--- src/design/ipv6tt_pkg.sv ---
`default_nettype none
// ----------------------------------------------------------------------------
// ipv6tt_pkg
// Types, character codes and helper functions shared by the IPv6
// address-to-text unit.
// ----------------------------------------------------------------------------
package ipv6tt_pkg;

    localparam int NUM_GROUPS = 8;   // 16-bit groups in an address
    localparam int NUM_BYTES  = 16;  // bytes in an address
    localparam int NUM_DEC    = 4;   // bytes written in dotted-decimal form
    localparam int TOK_CHARS  = 5;   // longest text piece: four digits and a separator
    localparam int COMP_MIN_RUN = 4; // shortest zero run that is compressed

    typedef logic [6:0] char_t;

    localparam char_t CH_COLON = 7'h3A;
    localparam char_t CH_DOT   = 7'h2E;
    localparam char_t CH_ZERO  = 7'h30;
    localparam char_t CH_LOWER_A = 7'h61;

    // One hex group, digits left-justified, without leading zeros.
    typedef struct packed {
        char_t [3:0] ch;
        logic  [2:0] cnt;
    } hex_grp_t;

    // One decimal byte, digits left-justified, without leading zeros.
    typedef struct packed {
        char_t [2:0] ch;
        logic  [1:0] cnt;
    } dec_byte_t;

    // One piece of the output text; len of zero means the piece is skipped.
    typedef struct packed {
        char_t [TOK_CHARS-1:0] ch;
        logic  [2:0]           len;
    } token_t;

    // Whole text of one address as a row of pieces.
    typedef struct packed {
        token_t [NUM_GROUPS-1:0] tok;
        logic   [NUM_GROUPS-1:0] used;
        logic   [2:0]            last_tok;
    } text_plan_t;

    // Lower-case hex digit for one nibble.
    function automatic char_t hex_char(input logic [3:0] nib);
        if (nib < 4'd10)
            return CH_ZERO + 7'(nib);
        else
            return CH_LOWER_A + 7'(nib - 4'd10);
    endfunction

    // Decimal digit for a value from 0 to 9.
    function automatic char_t dec_char(input logic [3:0] dig);
        return CH_ZERO + 7'(dig);
    endfunction

endpackage
`default_nettype wire

--- src/design/ipv6tt_if.sv ---
`default_nettype none
// ----------------------------------------------------------------------------
// ipv6tt_if
// Valid/ready channels of the IPv6 address-to-text unit: the address
// channel and the character channel.
// ----------------------------------------------------------------------------
interface ipv6tt_addr_if;
    logic        valid;
    logic        ready;
    logic [63:0] addr_high;
    logic [63:0] addr_low;

    modport source (output valid, output addr_high, output addr_low, input ready);
    modport sink   (input valid, input addr_high, input addr_low, output ready);
endinterface

interface ipv6tt_text_if;
    logic       valid;
    logic       ready;
    logic [6:0] text_char;
    logic       last_char;

    modport source (output valid, output text_char, output last_char, input ready);
    modport sink   (input valid, input text_char, input last_char, output ready);
endinterface
`default_nettype wire

--- src/design/ipv6_address_to_text_unit.sv ---
`default_nettype none
// ----------------------------------------------------------------------------
// ipv6_address_to_text_unit
// Converts a 128-bit IPv6 address to its text form with zero-run
// compression and the dotted-decimal form for compatible addresses, one
// ASCII character per transaction.
// ----------------------------------------------------------------------------
//
//  Channel  Role    Payload                   Transaction
//  -------  ------  ------------------------  ---------------------------
//  addr     sink    addr_high, addr_low       one address
//  text     source  text_char, last_char      one character of the text
//
//  An address is registered in merge stage A, then in merge stage B, then
//  its text leaves at one character per cycle while text is ready. Its text
//  of 2 to 39 characters, through the single character port, sets its pace.
//  The next address is taken while the current text is still being sent,
//  and its text follows the final character with no idle cycle.
//  A stall on text holds the current character; addr backs up once both
//  merge stages are full.
//  Reset clears all valid flags at once; no memory needs clearing.
//
module ipv6_address_to_text_unit
    import ipv6tt_pkg::*;
(
    input  logic                 clk,
    input  logic                 rst_n,
    ipv6tt_addr_if.sink          addr,
    ipv6tt_text_if.source        text
);

    logic [127:0]                addr_all;
    hex_grp_t [NUM_GROUPS-1:0]   grp_fmt;
    dec_byte_t [NUM_DEC-1:0]     dec_fmt;
    logic [NUM_BYTES-1:0]        zero_mask;
    logic                        dotted;

    logic                        plan_valid;
    logic                        plan_ready;
    text_plan_t                  plan;

    assign addr_all = {addr.addr_high, addr.addr_low};

    // First twelve bytes zero and byte 12 or 13 nonzero: dotted-decimal form.
    assign dotted = (addr_all[127:32] == 96'd0) && (addr_all[31:16] != 16'd0);

    // One hex lane per group.
    for (genvar g = 0; g < NUM_GROUPS; g++)
    begin : g_hex
        ipv6tt_hex_lane u_hex_lane (
            .grp       (addr_all[127-16*g -: 16]),
            .fmt       (grp_fmt[g]),
            .zero_byte ({zero_mask[2*g], zero_mask[2*g+1]})
        );
    end

    // One decimal lane per byte of the last four.
    for (genvar d = 0; d < NUM_DEC; d++)
    begin : g_dec
        ipv6tt_dec_lane u_dec_lane (
            .value (addr_all[8*(NUM_DEC-d)-1 -: 8]),
            .fmt   (dec_fmt[d])
        );
    end

    // Run search and text layout.
    ipv6tt_merge u_merge (
        .clk       (clk),
        .rst_n     (rst_n),
        .in_valid  (addr.valid),
        .in_ready  (addr.ready),
        .grp_fmt   (grp_fmt),
        .dec_fmt   (dec_fmt),
        .zero_mask (zero_mask),
        .dotted    (dotted),
        .out_valid (plan_valid),
        .out_ready (plan_ready),
        .plan      (plan)
    );

    // Character output.
    ipv6tt_serializer u_serializer (
        .clk       (clk),
        .rst_n     (rst_n),
        .in_valid  (plan_valid),
        .in_ready  (plan_ready),
        .plan      (plan),
        .out_valid (text.valid),
        .out_ready (text.ready),
        .text_char (text.text_char),
        .last_char (text.last_char)
    );

`ifndef NO_ASSERTIONS
    // A text is never cut short: after a character that is not the final one,
    // another follows.
    a_text_continues: assert property (@(posedge clk) disable iff (!rst_n)
        text.valid && text.ready && !text.last_char |=> text.valid)
        else $error("text ended before its final character");

    // A finished layout waiting on the serializer stays put.
    a_plan_held: assert property (@(posedge clk) disable iff (!rst_n)
        plan_valid && !plan_ready |=> plan_valid && $stable(plan))
        else $error("layout changed while waiting for the serializer");

    // Dots only separate decimal bytes, so a text never ends in one.
    a_no_trailing_dot: assert property (@(posedge clk) disable iff (!rst_n)
        text.valid && (text.text_char == CH_DOT) |-> !text.last_char)
        else $error("text ends in a dot");
`endif

endmodule
`default_nettype wire

--- src/design/ipv6tt_hex_lane.sv ---
`default_nettype none
// ----------------------------------------------------------------------------
// ipv6tt_hex_lane
// Formats one 16-bit group as lower-case hex without leading zeros and
// flags which of its two bytes are zero.
// ----------------------------------------------------------------------------
module ipv6tt_hex_lane
    import ipv6tt_pkg::*;
(
    input  logic [15:0] grp,
    output hex_grp_t    fmt,
    output logic [1:0]  zero_byte  // [1] upper byte, [0] lower byte
);

    logic [2:0]  cnt;
    logic [1:0]  lead;
    logic [15:0] aligned;

    // Digit count from the first nonzero nibble; a zero group keeps one digit.
    always_comb
    begin
        if (grp[15:12] != 4'd0)
            cnt = 3'd4;
        else if (grp[11:8] != 4'd0)
            cnt = 3'd3;
        else if (grp[7:4] != 4'd0)
            cnt = 3'd2;
        else
            cnt = 3'd1;
    end

    assign lead    = 2'(3'd4 - cnt);
    assign aligned = grp << {lead, 2'b00};

    // Left-justify the significant digits.
    always_comb
    begin
        for (int j = 0; j < 4; j++)
        begin
            fmt.ch[j] = hex_char(aligned[15-4*j -: 4]);
        end
        fmt.cnt = cnt;
    end

    assign zero_byte[1] = (grp[15:8] == 8'd0);
    assign zero_byte[0] = (grp[7:0] == 8'd0);

endmodule
`default_nettype wire

--- src/design/ipv6tt_dec_lane.sv ---
`default_nettype none
// ----------------------------------------------------------------------------
// ipv6tt_dec_lane
// Formats one byte as decimal without leading zeros. Quotients come from
// reciprocal multiplies that are exact over the byte range.
// ----------------------------------------------------------------------------
module ipv6tt_dec_lane
    import ipv6tt_pkg::*;
(
    input  logic [7:0] value,
    output dec_byte_t  fmt
);

    logic [13:0] prod100;
    logic [15:0] prod10;
    logic [1:0]  q100;
    logic [4:0]  q10;
    logic [7:0]  q10_x10;
    logic [4:0]  q100_x10;
    logic [3:0]  hund;
    logic [3:0]  tens;
    logic [3:0]  ones;

    // value / 100 = (value * 41) >> 12 and value / 10 = (value * 205) >> 11.
    assign prod100  = 14'(value) * 14'd41;
    assign prod10   = 16'(value) * 16'd205;
    assign q100     = prod100[13:12];
    assign q10      = prod10[15:11];
    assign q10_x10  = 8'({q10, 3'b000}) + 8'({q10, 1'b0});
    assign q100_x10 = 5'({q100, 3'b000}) + 5'({q100, 1'b0});
    assign hund     = {2'b00, q100};
    assign tens     = 4'(q10 - q100_x10);
    assign ones     = 4'(value - q10_x10);

    // Left-justify the significant digits.
    always_comb
    begin
        if (value >= 8'd100)
        begin
            fmt.cnt   = 2'd3;
            fmt.ch[0] = dec_char(hund);
            fmt.ch[1] = dec_char(tens);
            fmt.ch[2] = dec_char(ones);
        end
        else if (value >= 8'd10)
        begin
            fmt.cnt   = 2'd2;
            fmt.ch[0] = dec_char(tens);
            fmt.ch[1] = dec_char(ones);
            fmt.ch[2] = dec_char(ones);
        end
        else
        begin
            fmt.cnt   = 2'd1;
            fmt.ch[0] = dec_char(ones);
            fmt.ch[1] = dec_char(ones);
            fmt.ch[2] = dec_char(ones);
        end
    end

endmodule
`default_nettype wire

--- src/design/ipv6tt_merge.sv ---
`default_nettype none
// ----------------------------------------------------------------------------
// ipv6tt_merge
// Combines the lane results into the text of one address. Stage A holds the
// lane outputs and each byte's zero-run length; stage B picks the first longest
// run and lays out one piece per group, or "::" and four decimal bytes.
// ----------------------------------------------------------------------------
module ipv6tt_merge
    import ipv6tt_pkg::*;
(
    input  logic                     clk,
    input  logic                     rst_n,
    input  logic                     in_valid,
    output logic                     in_ready,
    input  hex_grp_t [NUM_GROUPS-1:0] grp_fmt,
    input  dec_byte_t [NUM_DEC-1:0]  dec_fmt,
    input  logic [NUM_BYTES-1:0]     zero_mask,  // bit i set when byte i is zero
    input  logic                     dotted,
    output logic                     out_valid,
    input  logic                     out_ready,
    output text_plan_t               plan
);

    typedef struct packed {
        logic [3:0] idx;
        logic [4:0] len;
    } cand_t;

    logic [4:0]  run_len [NUM_BYTES];

    logic                      a_valid_reg, a_valid_next;
    hex_grp_t [NUM_GROUPS-1:0] grp_reg;
    dec_byte_t [NUM_DEC-1:0]   dec_reg;
    logic [4:0]                run_reg [NUM_BYTES];
    logic                      dotted_reg;
    logic                      a_ready;

    logic       b_valid_reg, b_valid_next;
    text_plan_t plan_reg, plan_next;
    logic       b_ready;

    cand_t l1 [8];
    cand_t l2 [4];
    cand_t l3 [2];
    cand_t best;

    logic       comp;
    logic [3:0] run_last;
    logic [3:0] gs;
    logic [3:0] ge;

    // Zero-run length starting at each byte: distance to the next nonzero byte.
    always_comb
    begin
        for (int i = 0; i < NUM_BYTES; i++)
        begin
            run_len[i] = 5'(NUM_BYTES - i);
            for (int j = NUM_BYTES - 1; j >= i; j--)
            begin
                if (!zero_mask[j])
                    run_len[i] = 5'(j - i);
            end
        end
    end

    // Stage A handshake.
    assign a_ready  = !a_valid_reg || b_ready;
    assign in_ready = a_ready;

    always_comb
    begin
        a_valid_next = a_valid_reg;
        if (a_ready)
            a_valid_next = in_valid;
    end

    always_ff @(posedge clk or negedge rst_n)
    begin
        if (!rst_n)
            a_valid_reg <= 1'b0;
        else
            a_valid_reg <= a_valid_next;
    end

    always_ff @(posedge clk)
    begin
        if (in_valid && a_ready)
        begin
            grp_reg    <= grp_fmt;
            dec_reg    <= dec_fmt;
            run_reg    <= run_len;
            dotted_reg <= dotted;
        end
    end

    // First longest run: a registered-input tree, the lower index wins ties.
    always_comb
    begin
        for (int k = 0; k < 8; k++)
        begin
            if (run_reg[2*k] >= run_reg[2*k+1])
                l1[k] = '{idx: 4'(2*k), len: run_reg[2*k]};
            else
                l1[k] = '{idx: 4'(2*k+1), len: run_reg[2*k+1]};
        end
        for (int k = 0; k < 4; k++)
        begin
            l2[k] = (l1[2*k].len >= l1[2*k+1].len) ? l1[2*k] : l1[2*k+1];
        end
        for (int k = 0; k < 2; k++)
        begin
            l3[k] = (l2[2*k].len >= l2[2*k+1].len) ? l2[2*k] : l2[2*k+1];
        end
        best = (l3[0].len >= l3[1].len) ? l3[0] : l3[1];
    end

    // Compressed groups run from gs (start rounded up to even) through ge.
    assign comp     = (best.len >= 5'(COMP_MIN_RUN));
    assign run_last = 4'(5'(best.idx) + best.len - 5'd1);
    assign gs       = 4'((5'(best.idx) + 5'd1) >> 1);
    assign ge       = run_last[0] ? {1'b0, run_last[3:1]}
                                  : ({1'b0, run_last[3:1]} - 4'd1);

    // Lay out the text: one piece per group, or "::" and four decimal bytes.
    always_comb
    begin
        plan_next = '0;
        for (int g = 0; g < NUM_GROUPS; g++)
        begin
            if (dotted_reg)
            begin
                if (g == 0)
                begin
                    plan_next.tok[g].ch  = {TOK_CHARS{CH_COLON}};
                    plan_next.tok[g].len = 3'd2;
                end
                else if (g <= NUM_DEC)
                begin
                    for (int j = 0; j < 3; j++)
                    begin
                        plan_next.tok[g].ch[j] = (j < int'(dec_reg[2'(g - 1)].cnt))
                                                 ? dec_reg[2'(g - 1)].ch[j] : CH_DOT;
                    end
                    plan_next.tok[g].ch[3] = CH_DOT;
                    plan_next.tok[g].ch[4] = CH_DOT;
                    plan_next.tok[g].len   = 3'(dec_reg[2'(g - 1)].cnt)
                                             + ((g != NUM_DEC) ? 3'd1 : 3'd0);
                end
            end
            else if (comp && 4'(g) == gs)
            begin
                plan_next.tok[g].ch  = {TOK_CHARS{CH_COLON}};
                plan_next.tok[g].len = (gs == 4'd0) ? 3'd2 : 3'd1;
            end
            else if (comp && 4'(g) > gs && 4'(g) <= ge)
            begin
                plan_next.tok[g].ch  = {TOK_CHARS{CH_COLON}};
                plan_next.tok[g].len = 3'd0;
            end
            else
            begin
                for (int j = 0; j < 4; j++)
                begin
                    plan_next.tok[g].ch[j] = (j < int'(grp_reg[g].cnt))
                                             ? grp_reg[g].ch[j] : CH_COLON;
                end
                plan_next.tok[g].ch[4] = CH_COLON;
                plan_next.tok[g].len   = grp_reg[g].cnt
                                         + ((g != NUM_GROUPS - 1) ? 3'd1 : 3'd0);
            end
            plan_next.used[g] = (plan_next.tok[g].len != 3'd0);
        end
        for (int g = 0; g < NUM_GROUPS; g++)
        begin
            if (plan_next.used[g])
                plan_next.last_tok = 3'(g);
        end
    end

    // Stage B handshake.
    assign b_ready = !b_valid_reg || out_ready;

    always_comb
    begin
        b_valid_next = b_valid_reg;
        if (b_ready)
            b_valid_next = a_valid_reg;
    end

    always_ff @(posedge clk or negedge rst_n)
    begin
        if (!rst_n)
            b_valid_reg <= 1'b0;
        else
            b_valid_reg <= b_valid_next;
    end

    always_ff @(posedge clk)
    begin
        if (a_valid_reg && b_ready)
            plan_reg <= plan_next;
    end

    assign out_valid = b_valid_reg;
    assign plan      = plan_reg;

endmodule
`default_nettype wire

--- src/design/ipv6tt_serializer.sv ---
`default_nettype none
// ----------------------------------------------------------------------------
// ipv6tt_serializer
// Holds the text of one address and sends it one character per
// transaction, skipping empty pieces. The next text loads in the cycle
// that the final character is taken.
// ----------------------------------------------------------------------------
module ipv6tt_serializer
    import ipv6tt_pkg::*;
(
    input  logic       clk,
    input  logic       rst_n,
    input  logic       in_valid,
    output logic       in_ready,
    input  text_plan_t plan,
    output logic       out_valid,
    input  logic       out_ready,
    output char_t      text_char,
    output logic       last_char
);

    logic       valid_reg, valid_next;
    logic [2:0] tok_reg, tok_next;
    logic [2:0] chr_reg, chr_next;
    text_plan_t plan_reg;

    token_t     cur_tok;
    logic       end_of_tok;
    logic       is_last;
    logic [2:0] next_tok;
    logic       fire;
    logic       load;

    assign cur_tok    = plan_reg.tok[tok_reg];
    assign end_of_tok = ((4'(chr_reg) + 4'd1) == 4'(cur_tok.len));
    assign is_last    = end_of_tok && (tok_reg == plan_reg.last_tok);

    // Next nonempty piece after the current one.
    always_comb
    begin
        next_tok = tok_reg;
        for (int g = NUM_GROUPS - 1; g >= 0; g--)
        begin
            if (plan_reg.used[g] && (3'(g) > tok_reg))
                next_tok = 3'(g);
        end
    end

    assign fire     = valid_reg && out_ready;
    assign in_ready = !valid_reg || (fire && is_last);
    assign load     = in_valid && in_ready;

    // Character position update.
    always_comb
    begin
        valid_next = valid_reg;
        tok_next   = tok_reg;
        chr_next   = chr_reg;
        if (load)
        begin
            valid_next = 1'b1;
            tok_next   = 3'd0;
            chr_next   = 3'd0;
        end
        else if (fire && is_last)
        begin
            valid_next = 1'b0;
        end
        else if (fire)
        begin
            if (end_of_tok)
            begin
                tok_next = next_tok;
                chr_next = 3'd0;
            end
            else
            begin
                chr_next = chr_reg + 3'd1;
            end
        end
    end

    always_ff @(posedge clk or negedge rst_n)
    begin
        if (!rst_n)
        begin
            valid_reg <= 1'b0;
            tok_reg   <= 3'd0;
            chr_reg   <= 3'd0;
        end
        else
        begin
            valid_reg <= valid_next;
            tok_reg   <= tok_next;
            chr_reg   <= chr_next;
        end
    end

    always_ff @(posedge clk)
    begin
        if (load)
            plan_reg <= plan;
    end

    assign out_valid = valid_reg;
    assign text_char = cur_tok.ch[chr_reg];
    assign last_char = is_last;

endmodule
`default_nettype wire

--- src/flat_wrapper.sv ---
// flat-port wrapper written by rule: the top's interface ports become plain ports
module ipv6_address_to_text_unit_flat import ipv6tt_pkg::*;
  (clk, rst_n, addr_valid, addr_addr_high, addr_addr_low, addr_ready, text_valid, text_text_char, text_last_char, text_ready);
  ipv6tt_addr_if addr_i ();
  ipv6tt_text_if text_i ();
  input  logic clk;
  input  logic rst_n;
  input wire logic [$bits(addr_i.valid)-1:0] addr_valid;
  input wire logic [$bits(addr_i.addr_high)-1:0] addr_addr_high;
  input wire logic [$bits(addr_i.addr_low)-1:0] addr_addr_low;
  output wire logic [$bits(addr_i.ready)-1:0] addr_ready;
  output wire logic [$bits(text_i.valid)-1:0] text_valid;
  output wire logic [$bits(text_i.text_char)-1:0] text_text_char;
  output wire logic [$bits(text_i.last_char)-1:0] text_last_char;
  input wire logic [$bits(text_i.ready)-1:0] text_ready;
  assign addr_i.valid = addr_valid;
  assign addr_i.addr_high = addr_addr_high;
  assign addr_i.addr_low = addr_addr_low;
  assign addr_ready = addr_i.ready;
  assign text_valid = text_i.valid;
  assign text_text_char = text_i.text_char;
  assign text_last_char = text_i.last_char;
  assign text_i.ready = text_ready;
  ipv6_address_to_text_unit u_core (.clk(clk), .rst_n(rst_n), .addr(addr_i), .text(text_i));
endmodule
--- config.mk ---
export PLATFORM = sky130hd
export DESIGN_NAME = ipv6_address_to_text_unit_flat
export DESIGN_NICKNAME = d
export VERILOG_FILES = /design/src/design/ipv6tt_pkg.sv /design/src/design/ipv6tt_if.sv /design/src/design/ipv6_address_to_text_unit.sv /design/src/design/ipv6tt_hex_lane.sv /design/src/design/ipv6tt_dec_lane.sv /design/src/design/ipv6tt_merge.sv /design/src/design/ipv6tt_serializer.sv /design/src/flat_wrapper.sv
export SDC_FILE = /design/constraint.sdc
export NUM_CORES = 2
export LEC_CHECK = 0
export BUFFER_PORTS_ARGS = -buffer_cell sky130_fd_sc_hd__buf_2
export CAP_MARGIN = 10
export CORE_MARGIN = 2
export CORE_UTILIZATION = 40
export CTS_BUF_LIST = sky130_fd_sc_hd__clkbuf_2
export DETAILED_ROUTE_END_ITERATION = 16
export GPL_ROUTABILITY_DRIVEN = 0
export GPL_TIMING_DRIVEN = 0
export PLACE_DENSITY = 0.59
export REMOVE_ABC_BUFFERS = 1
export SYNTH_ARGS = -nofsm -noshare
export SYNTH_HDL_FRONTEND = slang
export SYNTH_SLANG_ARGS = --single-unit
export TNS_END_PERCENT = 30
--- constraint.sdc ---
create_clock -name clk -period 33.4 [get_ports clk]
set_input_delay 10.02 -clock clk [delete_from_list [all_inputs] [get_ports clk]]
set_output_delay 10.02 -clock clk [all_outputs]
set_load 0.01 [all_outputs]
# After elaboration in Yosys (flattened, before gate mapping)
# Index checks and enable logic that the tools add are counted.
dict set report word_totals {
  register_bits 1011
  inputBits 132
  out_inout_bits 10
  elab_cells 992
}
dict set report op_classes {
  n_addsub 133
  multipliers 4
  magnitude_cmp 116
  eq_ne 10
  n_shift 8
  n_mux 284
  bitwise_logic 20
  n_reduce_logical 177
}
# op n
set op_table {}
lappend op_table {{7-bit 2-to-1 mux} 60}
lappend op_table {{6-bit by 4-bit adder with 7-bit output, first input constant} 36}
lappend op_table {{29-bit 2-to-1 mux} 8}
lappend op_table {{6-bit by 5-bit adder with 7-bit output, first input constant} 32}
lappend op_table {{3-bit 2-to-1 mux} 71}
lappend op_table {{30-bit 2-to-1 mux} 6}
lappend op_table {{4-bit by 4-bit subtractor with 5-bit output, second input constant} 32}
lappend op_table {{8-bit zero test} 16}
lappend op_table {{4-bit less-than comparator, second input constant} 32}
lappend op_table {{16-bit by 4-bit left shift with 16-bit output} 8}
lappend op_table {{4-bit 2-to-1 mux} 29}
lappend op_table {{38-bit binary-select mux with 3-bit select} 1}
lappend op_table {{2-bit 2-to-1 mux} 50}
lappend op_table {{96-bit zero test} 1}
lappend op_table {{24-bit 2-to-1 mux} 4}
lappend op_table {{4-bit nonzero test} 24}
lappend op_table {{4-bit OR reduction} 21}
lappend op_table {{9-bit 2-to-1 mux} 9}
lappend op_table {{6-bit 2-to-1 mux} 11}
lappend op_table {{5-bit >= comparator} 13}
lappend op_table {{8-bit AND reduction} 8}
lappend op_table {{4-bit AND reduction} 13}
lappend op_table {{1-bit by 3-bit less-than comparator with 1-bit output, first input constant} 16}
lappend op_table {{2-bit by 3-bit less-than comparator with 1-bit output, first input constant} 16}
lappend op_table {{other kinds (63)} 235}

# Logic depth before layout (Yosys ltp)
dict set report logic_depth {
  depth_word 24
  mapped_depth 47
}

# Cells and area by module
# A second synthesis with hierarchy kept.
dict set report hier_totals {
  cells_unflattened 4587
  area_unflattened_um2 55719.7
}
# mod n_inst cells_each area_each_um2
set modules_own_cells {}
lappend modules_own_cells {ipv6tt_merge 1 1634 24901.4}
lappend modules_own_cells {ipv6tt_serializer 1 557 12490.7}
lappend modules_own_cells {ipv6tt_hex_lane 8 171 1151.1}
lappend modules_own_cells {{ipv6tt_dec_lane (u_core.g_dec[0].u_dec_lane ...)} 2 251 2225.9}
lappend modules_own_cells {{ipv6tt_dec_lane (u_core.g_dec[2].u_dec_lane)} 1 250 2230.9}
lappend modules_own_cells {{ipv6tt_dec_lane (u_core.g_dec[3].u_dec_lane)} 1 239 2169.6}
lappend modules_own_cells {ipv6_address_to_text_unit 1 37 266.5}

# Least setup slack after synthesis
# Ideal clock, no wire load.
dict set report synth_path {
  path_type {input -> register}
  startpoint {input text_ready}
  endpoint {register u_core.u_serializer.tok_reg[0]}
  setup_ps 141
  t_arrival_ps 24336
  required_ps 33259
  path_slack_ps 8923
  path_stages 5
  path_buffers 0
  cell_sequence {nand2_1 a21oi_1 a21oi_1 a31oi_1 mux2_2}
}
dict set report synth_between {
  elab_chain_len 6
  word_cells_on_any_way 10
}
# item line_no
set synth_lines {}
lappend synth_lines {{from (decl)} flat_wrapper.sv:15} ;# input wire logic [$bits(text_i.ready)-1:0] text_ready;
lappend synth_lines {{1-bit logical AND *} ipv6tt_serializer.sv:49} ;# assign fire = valid_reg && out_ready;
lappend synth_lines {{1-bit logical AND *} ipv6tt_serializer.sv:50} ;# assign in_ready = !valid_reg || (fire && is_last);
lappend synth_lines {{1-bit logical OR *} ipv6tt_serializer.sv:50}
lappend synth_lines {{1-bit logical AND *} ipv6tt_serializer.sv:51} ;# assign load = in_valid && in_ready;
lappend synth_lines {{named net u_core.u_serializer.load} ipv6tt_serializer.sv:32} ;# logic load;
lappend synth_lines {{9-bit nonzero test (no line) (tied with other cells)} n/a}
lappend synth_lines {{4-bit AND reduction (no line)} n/a}
lappend synth_lines {{to (signal assigned)} ipv6tt_serializer.sv:94} ;# tok_reg <= tok_next;
lappend synth_lines {{to (decl)} ipv6tt_serializer.sv:23} ;# logic [2:0] tok_reg, tok_next;
# Mark *: on every way through the listed nets, which the timed path passes. The rest lies on a longest branch.
# A chain may end at the register's enable or synchronous reset.

# Worst setup path after layout
dict set report layout_path {
  startpoint {input text_ready}
  endpoint {output addr_ready}
}
dict set report layout_between {
  elab_chain_len 5
}
# item line_no
set layout_lines {}
lappend layout_lines {{1-bit logical AND} ipv6tt_serializer.sv:49}
lappend layout_lines {{1-bit logical AND} ipv6tt_serializer.sv:50}
lappend layout_lines {{1-bit logical OR} ipv6tt_serializer.sv:50}
lappend layout_lines {{1-bit logical OR} ipv6tt_merge.sv:181} ;# assign b_ready = !b_valid_reg || out_ready;
lappend layout_lines {{1-bit logical OR} ipv6tt_merge.sv:67} ;# assign a_ready = !a_valid_reg || b_ready;
lappend layout_lines {{to (decl)} flat_wrapper.sv:11} ;# output wire logic [$bits(addr_i.ready)-1:0] addr_ready;
# Every way passes these cells.

==> results.cfg <==
[run_status]
status = complete, no violations

[hold_path]
hold-path-endpoint = u_core.u_serializer.plan_reg[127]$_DFFE_PP_
hp-class = reg2reg
hold_path_depth = 0
hp-start = u_core.u_merge.plan[127]$_DFFE_PP_

[final_layout]
multiInputGateArea_um2 = 17600
fin_util_pct = 44.8
drive_above_1_share_pct = 14.5
post_layout_nonfiller_instances = 5539
fillers = 10300
register_area_um2 = 25800
area_delta_synth_final_pct = 10.8
layout.nets = 4398

[clocking]
postCtsSetupBuffers = 0
root_buffer = clkbuf_2
worst_skew_pair.late_latency_ns = 1.45
htreeDepth = 4
clkSinkCount = 860
ctsHoldBuffers = 0
numCtsBuffers = 203
clk_path_buf_depth = 3
cts_tree = built
post_cts_resized = 0
clk_pin_slew_ns = 0.11

[power]
intPower_uw = 2090
clock_power_share_pct = 19.2
p_total_uw = 3460
p_seq_share_pct = 39.6
p_sw_share_pct = 39.5
total_leakage_power_uw = 0.0188
comb_power_share_pct = 41.2
power-per-cell-area_nw_per_um2 = 69.5
switchingPower_uw = 1360
ir_drop_v = 0.0000882

[routing]
post-route-drc-count = 0
vias = 28900
drtIter0Drc = 1873
drtAntennaViolNets = 0
dr.pass1.iters = 5
wl_per_cell_um = 19.7
vias_per_cell = 5.22
drt_wl_total_um = 109000

[floorplan]
dieWidth_um = 339
die_h_um = 339
start_util_pct = 40.4
rows = 122
pin_count = 142
die_area_um2 = 115000
core_area_um2 = 111000

[global_route]
grt_pass1_vias = 28300
grt_pass1_wl_um = 166000
grt_max_degree = 72
grt.overflow.total = 0
antenna_found_initial = 5
grt_use_total_pct = 19.0

[setup_path]
rrSetupSlack_ns = 22.99
worst_setup_path_end_kind = primary output
r2r_end = u_core.u_merge.plan[152]$_SDFFCE_PP1P_
arrival_ns = 11.00
max_stage_delay_ns = 0.23
cp_max_fo = 3
crit_type = in2out
cpMaxStageDelayCell = nand3_1
worstReg2RegStart = u_core.u_merge.run_reg[77]$_SDFFCE_PN0P_
startpoint_type = input port
crit_chain = buf_2, nand2_1, nand2_1, inv_1, nand3_1, buf_2
r2r_cells = 34
critPathRequiredTime_ns = 23.38

[sta]
hold_viol = 0
finalCritPeriodShare_pct = 62.9
fmax_mhz = 47.6
slew_headroom_pct = 16.4
setup_tns_ns = 0
worstMarginPinSlew_ns = 1.24
slew_viol_final = 0
rsz0062_at_grt = no
finalCriticalPeriod_ns = 21.02
setup_violations = 0
fin_worst_skew_ns = 0.113

[logic_synthesis]
ys_seq_area_share_pct = 57.5
ys_seq_elements = 860
synth_flop_cell = edfxtp_1
synth_common_cells = edfxtp_1 (851), ha_1 (338), inv_1 (279), nand2_1 (279), nor2_1 (254)
synthDistinctLibCells = 89
syn_inst = 3639
synth_edf_count = 851
netlist_area_um2 = 44900
async_flop_share_pct = 1.05
yosysWarnings = 0
synth_top_area_share_pct = 57.0
synth_top_area_cell = edfxtp_1
synth.area.top_cells = edfxtp_1 (57%), ha_1 (9.4%), mux2i_1 (2.5%)
syn_area_per_cell_um2 = 12.3
synth_most_common_cell = edfxtp_1

[placement]
dp_cells = 5180
dp_hpwl_um = 82900
port-buffer-count = 141

[run]
drv_cap = 0
## power groups by stage
stage	Sequential [uW]	Clock (uW)	Combinational, uW
2_1_floorplan	1420	0	956
3_3_place_gp	1470	0	1370
3_5_place_dp	1390	0	1430
4_1_cts	1370	691	1430
5_1_grt	1380	739	1570
6_report	1370	663	1420
## final cells by class
cell class	count	area share, %
antenna	3	0.0151
clock buffer	284	2.86
clock inverter	68	0.762
inverter	282	2.13
multi-input combinational	2370	35.4
sequential	860	51.9
tap	1488	3.74
timing repair buffer	184	3.26
## cells by family (layout without fill, tap and decap cells)
family | after synthesis | after routing | share of synthesized area (%)
simple gates | 996 | 996 | 10.8
buf+inv | 409 | 818 | 3.50
fa+ha+maj | 365 | 365 | 10.6
compound gates | 683 | 683 | 9.80
flops | 860 | 860 | 57.5
mux | 156 | 156 | 4.45
other cells | 0 | 3 | 0
xor+xnor | 170 | 170 | 3.32
## worst max-delay path: cells and delay by family
kind / cells / cell delay, ns
buf+inv: 3 / 0.49
simple gates: 3 / 0.48
## layout by cell type, fill, tap and decap left out, types with 15 or more instances in the layout
master    synthesis  layout
or3_1            21      21
xnor2_1         104     104
nand2b_1         65      65
nor2_1          254     254
inv_1           279     278
nand3b_1         35      35
edfxtp_1        851     851
nand3_1          64      64
mux4_2           34      34
fa_1             27      27
a31oi_1          15      15
o21ai_0         168     168
buf_12            0      16
a221o_1          17      17
a22oi_1          23      23
nor3_1           58      58
buf_16            0      20
a21oi_1         215     213
o21a_1           37      37
clkbuf_2          0     286
and3_1           35      35
buf_2             9     142
o21bai_1         30      30
clkinv_1          3      48
o22ai_1          20      20
nor2b_1          17      17
a211oi_1         16      16
and2_1           81      80
xor2_1           66      66
mux2i_1         113     113
a21o_1           17      17
a22o_1           17      17
nand2_1         279     279
nor4_1           30      23
ha_1            338     338
## metal layers
| layer | track usage (%) | vias up | wire (um) |
|---|---|---|---|
| li1 | - | 14000 | - |
| met1 | 25.3 | 14100 | 48900 |
| met2 | 31.7 | 719 | 52800 |
| met3 | 3.45 | 127 | 5460 |
| met4 | 5.34 | 0 | 2000 |
| met5 | 0 | - | 0 |
## worst max-delay path by stage
stage / start / endpoint / slack [ns] / cells past startpoint
CTS: text_ready / addr_ready / 12.35 / 6
detailed placement: text_ready / addr_ready / 12.36 / 6
finish: text_ready / addr_ready / 12.38 / 6
global placement: text_ready / u_core.u_serializer.tok_reg[0]$_DFFE_PN0P_ / 1.43 / 6
floorplan: text_ready / u_core.u_serializer.tok_reg[0]$_DFFE_PN0P_ / 8.92 / 5
global route: text_ready / addr_ready / 12.34 / 6
## metrics by stage
| stage | hold slack [ns] | instance area [um^2] | setup slack (ns) |
|---|---|---|---|
| floorplan | 0.400 | 44400 | 8.92 |
| global placement | 0.401 | 46900 | 1.43 |
| detailed placement | 0.405 | 47900 | 12.36 |
| CTS | 0.339 | 49700 | 12.35 |
| global route | 0.341 | 49700 | 12.34 |
| finish | 0.343 | 49700 | 12.38 |
No activity file was read; power rests on OpenSTA's default activity.
